<file path="src/rtl/dcc_pkg.sv">
`default_nettype none
// ----------------------------------------------------------------------------
// dcc_pkg
// Shared types and constants of the delimited cell type classifier.
// ----------------------------------------------------------------------------
package dcc_pkg;

	localparam int INT_WIDTH = 32;
	localparam logic [INT_WIDTH-1:0] INT_LIMIT = {1'b1, {(INT_WIDTH-1){1'b0}}};

	typedef enum logic [1:0] {
		CLASS_INTEGER = 2'd0,
		CLASS_DOUBLE  = 2'd1,
		CLASS_STRING  = 2'd2
	} cell_class_t;

	typedef struct packed {
		cell_class_t        cell_class;
		logic signed [31:0] integer_value;
		logic               integer_saturated;
		logic               ended_line;
	} dcc_result_t;

endpackage
`default_nettype wire

</file>
<file path="src/rtl/dcc_scanner.sv">
`default_nettype none
// ----------------------------------------------------------------------------
// dcc_scanner
// Per-byte cell scanner: tracks the open cell and builds its result word
// when a delimiter, newline or flush closes it.
// ----------------------------------------------------------------------------
module dcc_scanner
	import dcc_pkg::*;
(
	input  wire logic        clk,
	input  wire logic        arst_n,
	input  wire logic        step,
	input  wire logic [7:0]  text_byte,
	input  wire logic        flush,
	input  wire logic        comma_mode,
	output logic             res_fire,
	output dcc_result_t      res
);

	typedef enum logic [3:0] {
		PH_IDLE    = 4'd0,
		PH_LEAD    = 4'd1,
		PH_SIGN    = 4'd2,
		PH_INT     = 4'd3,
		PH_FRAC    = 4'd4,
		PH_EXP     = 4'd5,
		PH_EXPSIGN = 4'd6,
		PH_EXPDIG  = 4'd7,
		PH_OTHER   = 4'd8,
		PH_TRAIL   = 4'd9
	} phase_t;

	typedef enum logic [2:0] {
		W_NONE  = 3'd0,
		W_I     = 3'd1,
		W_IN    = 3'd2,
		W_INF   = 3'd3,
		W_N     = 3'd4,
		W_NA    = 3'd5,
		W_NAN   = 3'd6,
		W_MINUS = 3'd7
	} word_t;

	localparam logic [7:0] CH_TAB   = 8'h09;
	localparam logic [7:0] CH_LF    = 8'h0A;
	localparam logic [7:0] CH_SPACE = 8'h20;
	localparam logic [7:0] CH_COMMA = 8'h2C;
	localparam logic [7:0] CH_PLUS  = 8'h2B;
	localparam logic [7:0] CH_MINUS = 8'h2D;
	localparam logic [7:0] CH_DOT   = 8'h2E;
	localparam logic [7:0] CH_ZERO  = 8'h30;
	localparam logic [7:0] CH_NINE  = 8'h39;
	localparam logic [7:0] CH_UC_A  = 8'h41;
	localparam logic [7:0] CH_UC_Z  = 8'h5A;
	localparam logic [7:0] CH_UC_E  = 8'h45;
	localparam logic [7:0] CH_LC_E  = 8'h65;
	localparam logic [7:0] CH_LC_A  = 8'h61;
	localparam logic [7:0] CH_LC_F  = 8'h66;
	localparam logic [7:0] CH_LC_I  = 8'h69;
	localparam logic [7:0] CH_LC_N  = 8'h6E;

	localparam int SUM_W = INT_WIDTH + 4;

	phase_t                 phase_q, phase_n, ph_cur, np;
	word_t                  word_q, word_n;
	logic                   si_q, si_n, sd_q, sd_n;
	logic                   neg_q, neg_n, mds_q, mds_n, ovf_q, ovf_n;
	logic [INT_WIDTH-1:0]   acc_q, acc_n;

	logic [7:0]             delim;
	logic                   newline, close_cell;
	logic                   is_digit, is_sign, is_dot, is_expo;
	logic [1:0]             verdict;
	logic [SUM_W-1:0]       acc_x, acc_sum;
	logic [63:0]            acc_wide, acc_neg;

	function automatic word_t word_next(word_t w, logic [7:0] ch, logic first);
		logic [7:0] lc;
		word_t      r;
		lc = ch;
		if (ch >= CH_UC_A && ch <= CH_UC_Z) begin
			lc = ch + 8'd32;
		end
		r = W_NONE;
		if (first) begin
			if (lc == CH_LC_I) r = W_I;
			else if (lc == CH_LC_N) r = W_N;
			else if (lc == CH_MINUS) r = W_MINUS;
		end else begin
			if (w == W_I && lc == CH_LC_N) r = W_IN;
			else if (w == W_IN && lc == CH_LC_F) r = W_INF;
			else if (w == W_N && lc == CH_LC_A) r = W_NA;
			else if (w == W_NA && lc == CH_LC_N) r = W_NAN;
			else if (w == W_MINUS && lc == CH_LC_I) r = W_I;
		end
		return r;
	endfunction

	// Returns {is_integer, is_double} for a cell whose content ends in phase p.
	function automatic logic [1:0] settle(phase_t p, word_t w, logic si, logic sd,
			logic mds);
		logic word_hit;
		logic [1:0] r;
		word_hit = (w == W_INF) || (w == W_NAN);
		if (p == PH_TRAIL) begin
			r = {si, sd};
		end else begin
			r[1] = si && (p == PH_INT);
			r[0] = word_hit || (sd && mds &&
				(p == PH_INT || p == PH_FRAC || p == PH_EXPDIG));
		end
		return r;
	endfunction

	assign delim      = comma_mode ? CH_COMMA : CH_TAB;
	assign newline    = !flush && (text_byte == CH_LF);
	assign close_cell = flush || newline || (text_byte == delim);
	assign is_digit   = (text_byte >= CH_ZERO) && (text_byte <= CH_NINE);
	assign is_sign    = (text_byte == CH_PLUS) || (text_byte == CH_MINUS);
	assign is_dot     = (text_byte == CH_DOT);
	assign is_expo    = (text_byte == CH_LC_E) || (text_byte == CH_UC_E);

	assign acc_x    = SUM_W'(acc_q);
	assign acc_sum  = (acc_x << 3) + (acc_x << 1) + SUM_W'(text_byte - CH_ZERO);
	assign acc_wide = 64'(acc_q);
	assign acc_neg  = 64'd0 - acc_wide;

	always_comb begin
		phase_n  = phase_q;
		word_n   = word_q;
		si_n     = si_q;
		sd_n     = sd_q;
		neg_n    = neg_q;
		mds_n    = mds_q;
		ovf_n    = ovf_q;
		acc_n    = acc_q;
		ph_cur   = phase_q;
		np       = PH_OTHER;
		verdict  = 2'b00;
		res_fire = 1'b0;
		res.cell_class        = CLASS_STRING;
		res.integer_value     = '0;
		res.integer_saturated = 1'b0;
		res.ended_line        = flush || newline;

		if (step) begin
			if (close_cell) begin
				if (phase_q != PH_IDLE) begin
					res_fire = 1'b1;
					if (phase_q != PH_LEAD) begin
						verdict = settle(phase_q, word_q, si_q, sd_q, mds_q);
					end
					if (verdict[1]) begin
						res.cell_class = CLASS_INTEGER;
						if (neg_q) begin
							res.integer_value     = acc_neg[31:0];
							res.integer_saturated = ovf_q;
						end else if (acc_q >= INT_LIMIT) begin
							res.integer_value     = 32'(64'(INT_LIMIT) - 64'd1);
							res.integer_saturated = 1'b1;
						end else begin
							res.integer_value = acc_wide[31:0];
						end
					end else if (verdict[0]) begin
						res.cell_class = CLASS_DOUBLE;
					end
				end
				phase_n = PH_IDLE;
				word_n  = W_NONE;
				si_n    = 1'b1;
				sd_n    = 1'b1;
				neg_n   = 1'b0;
				mds_n   = 1'b0;
				ovf_n   = 1'b0;
				acc_n   = '0;
			end else begin
				ph_cur  = (phase_q == PH_IDLE) ? PH_LEAD : phase_q;
				phase_n = ph_cur;
				if (text_byte == CH_SPACE) begin
					if (ph_cur != PH_LEAD && ph_cur != PH_TRAIL) begin
						verdict = settle(ph_cur, word_q, si_q, sd_q, mds_q);
						si_n    = verdict[1];
						sd_n    = verdict[0];
						phase_n = PH_TRAIL;
					end
				end else if (ph_cur == PH_TRAIL) begin
					phase_n = PH_OTHER;
					si_n    = 1'b0;
					sd_n    = 1'b0;
					word_n  = W_NONE;
				end else begin
					word_n = word_next(word_q, text_byte, ph_cur == PH_LEAD);
					unique case (ph_cur)
						PH_LEAD: begin
							np = is_sign ? PH_SIGN : is_digit ? PH_INT :
								is_dot ? PH_FRAC : is_expo ? PH_EXP : PH_OTHER;
							if (text_byte == CH_MINUS) neg_n = 1'b1;
						end
						PH_SIGN, PH_INT: begin
							np = is_digit ? PH_INT : is_dot ? PH_FRAC :
								is_expo ? PH_EXP : PH_OTHER;
						end
						PH_FRAC: begin
							np = is_digit ? PH_FRAC : is_expo ? PH_EXP : PH_OTHER;
						end
						PH_EXP: begin
							np = is_sign ? PH_EXPSIGN : is_digit ? PH_EXPDIG : PH_OTHER;
						end
						PH_EXPSIGN, PH_EXPDIG: begin
							np = is_digit ? PH_EXPDIG : PH_OTHER;
						end
						default: begin
							np = PH_OTHER;
						end
					endcase
					if (is_digit && (np == PH_INT || np == PH_FRAC)) mds_n = 1'b1;
					if (np == PH_INT && is_digit && !ovf_q) begin
						if (acc_sum > SUM_W'(INT_LIMIT)) begin
							ovf_n = 1'b1;
							acc_n = INT_LIMIT;
						end else begin
							acc_n = acc_sum[INT_WIDTH-1:0];
						end
					end
					si_n = (np == PH_SIGN) || (np == PH_INT);
					if (np == PH_OTHER) sd_n = 1'b0;
					phase_n = np;
				end
			end
		end
	end

	always_ff @(posedge clk or negedge arst_n) begin
		if (!arst_n) begin
			phase_q <= PH_IDLE;
			word_q  <= W_NONE;
			si_q    <= 1'b1;
			sd_q    <= 1'b1;
			neg_q   <= 1'b0;
			mds_q   <= 1'b0;
			ovf_q   <= 1'b0;
			acc_q   <= '0;
		end else begin
			phase_q <= phase_n;
			word_q  <= word_n;
			si_q    <= si_n;
			sd_q    <= sd_n;
			neg_q   <= neg_n;
			mds_q   <= mds_n;
			ovf_q   <= ovf_n;
			acc_q   <= acc_n;
		end
	end

endmodule
`default_nettype wire

</file>
<file path="src/rtl/dcc_out_queue.sv">
`default_nettype none
// ----------------------------------------------------------------------------
// dcc_out_queue
// Two-entry result register that lets the scanner keep taking bytes while a
// finished result waits for the consumer.
// ----------------------------------------------------------------------------
module dcc_out_queue
	import dcc_pkg::*;
(
	input  wire logic         clk,
	input  wire logic         arst_n,
	input  wire logic         push,
	input  wire dcc_result_t  push_data,
	output logic              has_room,
	output logic              out_valid,
	input  wire logic         out_ready,
	output dcc_result_t       out_data
);

	localparam logic [1:0] DEPTH = 2'd2;

	dcc_result_t entry_q [2];
	logic        wr_ptr_q, rd_ptr_q;
	logic [1:0]  count_q;
	logic        pop;

	assign has_room  = (count_q != DEPTH);
	assign out_valid = (count_q != 2'd0);
	assign out_data  = entry_q[rd_ptr_q];
	assign pop       = out_valid && out_ready;

	always_ff @(posedge clk) begin
		if (push) begin
			entry_q[wr_ptr_q] <= push_data;
		end
	end

	always_ff @(posedge clk or negedge arst_n) begin
		if (!arst_n) begin
			wr_ptr_q <= 1'b0;
			rd_ptr_q <= 1'b0;
			count_q  <= 2'd0;
		end else begin
			if (push) wr_ptr_q <= !wr_ptr_q;
			if (pop) rd_ptr_q <= !rd_ptr_q;
			if (push && !pop) count_q <= count_q + 2'd1;
			else if (pop && !push) count_q <= count_q - 2'd1;
		end
	end

endmodule
`default_nettype wire

</file>
<file path="src/rtl/delimited_cell_type_classifier.sv">
`default_nettype none
// ----------------------------------------------------------------------------
// delimited_cell_type_classifier
// Splits a byte stream into cells and reports each cell as integer, double
// or string, with the saturated integer value.
//
//   Channel  Handshake             Word
//   in       in_valid / in_ready   text_byte, flush
//   out      out_valid / out_ready cell_class, integer_value,
//                                  integer_saturated, ended_line
//   cfg      cfg_valid / cfg_ready comma_delimited
//
// One byte is taken every cycle; a closing byte writes its result into a
// two-entry output queue, and bytes stall only when that queue is full.
// A result is registered into the output queue when its closing byte is taken.
// Reset clears the open cell and selects tab as the delimiter.
// ----------------------------------------------------------------------------
module delimited_cell_type_classifier
	import dcc_pkg::*;
(
	input  wire logic               clk,
	input  wire logic               arst_n,
	input  wire logic               in_valid,
	output logic                    in_ready,
	input  wire logic [7:0]         text_byte,
	input  wire logic               flush,
	output logic                    out_valid,
	input  wire logic               out_ready,
	output logic [1:0]              cell_class,
	output logic signed [31:0]      integer_value,
	output logic                    integer_saturated,
	output logic                    ended_line,
	input  wire logic               cfg_valid,
	output logic                    cfg_ready,
	input  wire logic               comma_delimited
);

	logic        comma_delimited_q;
	logic        step;
	logic        res_fire;
	dcc_result_t res;
	dcc_result_t out_data;

	assign cfg_ready = 1'b1;
	assign step      = in_valid && in_ready;

	always_ff @(posedge clk or negedge arst_n) begin
		if (!arst_n) begin
			comma_delimited_q <= 1'b0;
		end else if (cfg_valid) begin
			comma_delimited_q <= comma_delimited;
		end
	end

	dcc_scanner u_scanner (
		.clk        (clk),
		.arst_n     (arst_n),
		.step       (step),
		.text_byte  (text_byte),
		.flush      (flush),
		.comma_mode (comma_delimited_q),
		.res_fire   (res_fire),
		.res        (res)
	);

	dcc_out_queue u_out_queue (
		.clk       (clk),
		.arst_n    (arst_n),
		.push      (res_fire),
		.push_data (res),
		.has_room  (in_ready),
		.out_valid (out_valid),
		.out_ready (out_ready),
		.out_data  (out_data)
	);

	assign cell_class        = out_data.cell_class;
	assign integer_value     = out_data.integer_value;
	assign integer_saturated = out_data.integer_saturated;
	assign ended_line        = out_data.ended_line;

endmodule
`default_nettype wire
</file>
<file path="config.mk">
export PLATFORM = sky130hd
export DESIGN_NAME = delimited_cell_type_classifier
export DESIGN_NICKNAME = d
export VERILOG_FILES = /design/src/rtl/dcc_pkg.sv /design/src/rtl/dcc_scanner.sv /design/src/rtl/dcc_out_queue.sv /design/src/rtl/delimited_cell_type_classifier.sv
export SDC_FILE = /design/constraint.sdc
export NUM_CORES = 1
export LEC_CHECK = 0
export ABC_AREA = 0
export BUFFER_PORTS_ARGS = -buffer_cell sky130_fd_sc_hd__buf_2
export CAP_MARGIN = 20
export CORE_MARGIN = 3
export CORE_UTILIZATION = 35
export DETAILED_ROUTE_END_ITERATION = 8
export PLACE_DENSITY = 0.52
export SETUP_SLACK_MARGIN = 0.02
export SYNTH_ARGS = -nofsm -noshare
export SYNTH_HDL_FRONTEND = slang
export SYNTH_SLANG_ARGS = --single-unit
</file>
<file path="constraint.sdc">
create_clock -name clk -period 14.8 [get_ports clk]
set_input_delay 2.96 -clock clk [delete_from_list [all_inputs] [get_ports clk]]
set_output_delay 2.96 -clock clk [all_outputs]
set_load 0.005 [all_outputs]
</file>
==> flow_summary.yaml <==
run_status:
  status: "finished, final reports clean"
clock_tree:
  clkSinkCount: 121
  cts.repair.resized: 0
  cts-root-buf: "clkbuf_16"
  cts.clk_slew.worst_paths_ps: 60
  post_cts_buffers: 0
  numCtsBuffers: 17
  cts_tree: "built"
  clockBufferDepth: 2
  insertion_delay_ps: 410
  htree_levels: 4
  cts.hold.buffers_added: 0
drt:
  route.final.wire_length_mm: 24.1
  firstDrtPassIters: 5
  drc: 0
  drtIter0Drc: 520
  wl_per_cell_um: 18.3
  via_count: 7378
  avgViaCountPerCell: 5.60
  drtAntennaViolNets: 0
worst_setup_path:
  worstPathMaxFanout: 26
  critPathCaptureType: "flop"
  arrival_ps: 9230
  slowest_stage: "a211oi_4"
  required_ps: 15140
  critical_path.cell_chain: "buf_2 > ha_1 > or3_1 > inv_1 > buf_4 > fa_1 > ha_1 > a21oi_1 > o21ai_0 > o21bai_1 > xnor2_1 > or4b_1 > or4_1 > or4_1 > or4_4 > a211oi_4 > a32o_1"
  reg2reg_from: "u_scanner.acc_q[6]"
  reg2reg_depth: 13
  max_stage_delay_ps: 860
  setup.worst_path.start: "text_byte[4]"
  critPathLaunchType: "primary input"
  ff2ff_setup_slack_ps: 9080
  r2r-end: "u_scanner.acc_q[15]"
  critical_path.endpoint: "u_scanner.acc_q[15]"
  crit_type: "in -> reg"
sta:
  period_minus_slack_ps: 8890
  max_freq_ghz: 0.112
  setup_violations: 0
  tightestPinTransition_ps: 1020
  skew_ps: 14.5
  relSlewSlack: 0.300
  hold_viol_final: 0
  rsz0062_at_grt: "false"
  tns_ps: 0
  finalCritPeriodShare: 0.601
  report.final.slew_viol_count: 0
global_routing:
  grt_max_degree: 59
  grt_pass1_vias: 7169
  grt_antenna_before_repair: 0
  overflow: 0
  track_usage: 0.171
  grt_pass1_wl_mm: 39.1
floorplanning:
  dieArea_um2: 28200
  initial_utilization: 0.360
  dieHeight_um: 168
  die_w_um: 168
  pin_count: 54
  core_um2: 25500
  num_rows: 58
logic_synthesis:
  synth_seq_cells: 121
  seq_area_frac_synth: 0.369
  syn_avg_cell_area_um2: 9.72
  synth-compound-area-share: 0.208
  synth_xor_area_frac: 0.0382
  synthAdderAreaFrac: 0.129
  synth_ff_type: "edfxtp_1"
  synth-simple-area-share: 0.160
  synth_warnings: 0
  synth_edf_count: 72
  ys_types: 77
  synth_top_family_by_area: "compound AO/OA/AOI/OAI gates"
  synth_nets: 1035
  async_flop_share: 0.405
  synthCells: 944
  synthMuxAreaShare: 0.0532
  synth_area_um2: 9180
pwr:
  power.density_nw_per_um2: 102
  peakVddDrop_mv: 0.109
  p_leak_nw: 4.23
place:
  dp_hpwl_mm: 18.5
  portBuffers: 52
  place_congestion: 0.883
cells_and_area:
  drive_above_1_share: 0.169
  layout_common_cells: "nor2_1 (89), a21oi_1 (74), nand2_1 (73)"
  layout.nets: 1066
  area_growth_pct: 12.0
  final_util: 0.404
  final_common_cell: "nor2_1"
  diodes: 0
job:
  max_cap_violations: 0
min_path:
  hold_class: "reg -> reg"
## layer usage
| layer | global-route usage | vias up | part of all wire |
|---|---|---|---|
| li1 | - | 3610 | - |
| met3 | 0.0244 | 17 | 0.043 |
| met1 | 0.258 | 3568 | 0.51 |
| met5 | 0 | - | 0 |
| met2 | 0.259 | 183 | 0.44 |
| met4 | 0.0391 | 0 | 0.011 |
## report_power, final
| group | switching, mW | internal [mW] | total [mW] |
|---|---|---|---|
| Combinational | 0.129 | 0.108 | 0.236 |
| Sequential | 0.0215 | 0.388 | 0.410 |
| Clock | 0.153 | 0.248 | 0.401 |
## cell families (layout without fill, tap and decap cells)
logic type / Yosys count / count (layout)
simple gates: 298 / 298
compound gates: 272 / 272
flops: 121 / 121
buf+inv: 92 / 136
fa+ha+maj: 76 / 76
mux: 44 / 44
xor+xnor: 40 / 40
other cells: 1 / 1
## through the flow
stage	setup slack, ps	instances	hold slack (ps)	power (mW)	instance area [um2]
after floorplan	6260	944	455	0.573	9180
after global placement	5610	1286	470	0.656	9700
after detailed placement	5560	1286	475	0.655	9700
after CTS	5970	1318	487	1.06	10300
after global routing	5690	1318	521	1.10	10300
final	5910	1318	483	1.05	10300
## final cells by class
class,count,area [um2]
Clock inverter,14,149
Clock buffer,18,429
Sequential cell,121,3390
Multi-Input combinational cell,731,5410
Tap cell,330,413
Inverter,44,165
Timing Repair Buffer,60,320
Fill cell,2486,15200
## critical path, delay by kind of cell
family	cells	cell delay [ps]
xor+xnor	1	250
fa+ha+maj	3	1190
compound gates	5	1820
simple gates	5	2360
buf+inv	3	640
## how the worst min path moves through the flow
stage               slack (ps)                     end  cells after the start                    from
global route               520          u_scanner.sd_q                      2          u_scanner.sd_q
floorplan                  460    u_out_queue.wr_ptr_q                      1    u_out_queue.wr_ptr_q
global placement           470  u_out_queue.count_q[1]                      1  u_out_queue.count_q[1]
finish                     480  u_out_queue.count_q[1]                      1  u_out_queue.count_q[1]
detailed placement         480  u_out_queue.count_q[1]                      1  u_out_queue.count_q[1]
CTS                        490  u_out_queue.count_q[1]                      1  u_out_queue.count_q[1]
## cells in the mapped netlist (4+ instances only)
cell / n / area (um2)
nand4_1: 12 / 75.1
or4_1: 8 / 60.1
a41oi_1: 5 / 43.8
a22o_2: 18 / 180
or2_2: 6 / 37.5
a31oi_1: 13 / 81.3
buf_1: 4 / 15.0
o22ai_1: 8 / 50.1
and2_1: 9 / 56.3
xor2_1: 17 / 149
or3_1: 13 / 81.3
a32o_1: 4 / 40.0
a211oi_1: 12 / 90.1
and3_1: 7 / 43.8
buf_4: 5 / 37.5
nor4_1: 12 / 75.1
nand2b_1: 13 / 81.3
nor2_1: 89 / 334
o21ai_0: 39 / 195
edfxtp_1: 72 / 2160
nor3_1: 20 / 100
o21a_1: 5 / 37.5
fa_1: 31 / 621
a22o_1: 11 / 96.3
buf_2: 4 / 20.0
o211ai_1: 8 / 60.1
ha_1: 45 / 563
nor2b_1: 5 / 31.3
inv_1: 44 / 165
mux2_2: 38 / 428
a311oi_1: 20 / 175
nand3_1: 14 / 70.1
dfrtp_1: 47 / 1180
nand2_1: 73 / 274
a21oi_1: 74 / 370
a21o_1: 16 / 120
mux2i_1: 6 / 60.1
clkbuf_1: 31 / 116
xnor2_1: 23 / 201
## sequential cells by signal, indices dropped and copies added, names as in the netlist
signal and count:
u_out_queue.wr_ptr_q 1, u_scanner.phase_q 4, u_scanner.word_q 3, u_scanner.si_q 1, u_out_queue.count_q 2, u_scanner.sd_q 1
u_scanner.neg_q 1, u_scanner.acc_q 32, u_out_queue.entry_q 72, comma_delimited_q 1, u_out_queue.rd_ptr_q 1, u_scanner.ovf_q 1
u_scanner.mds_q 1
(Power assumes the default switching activity.)
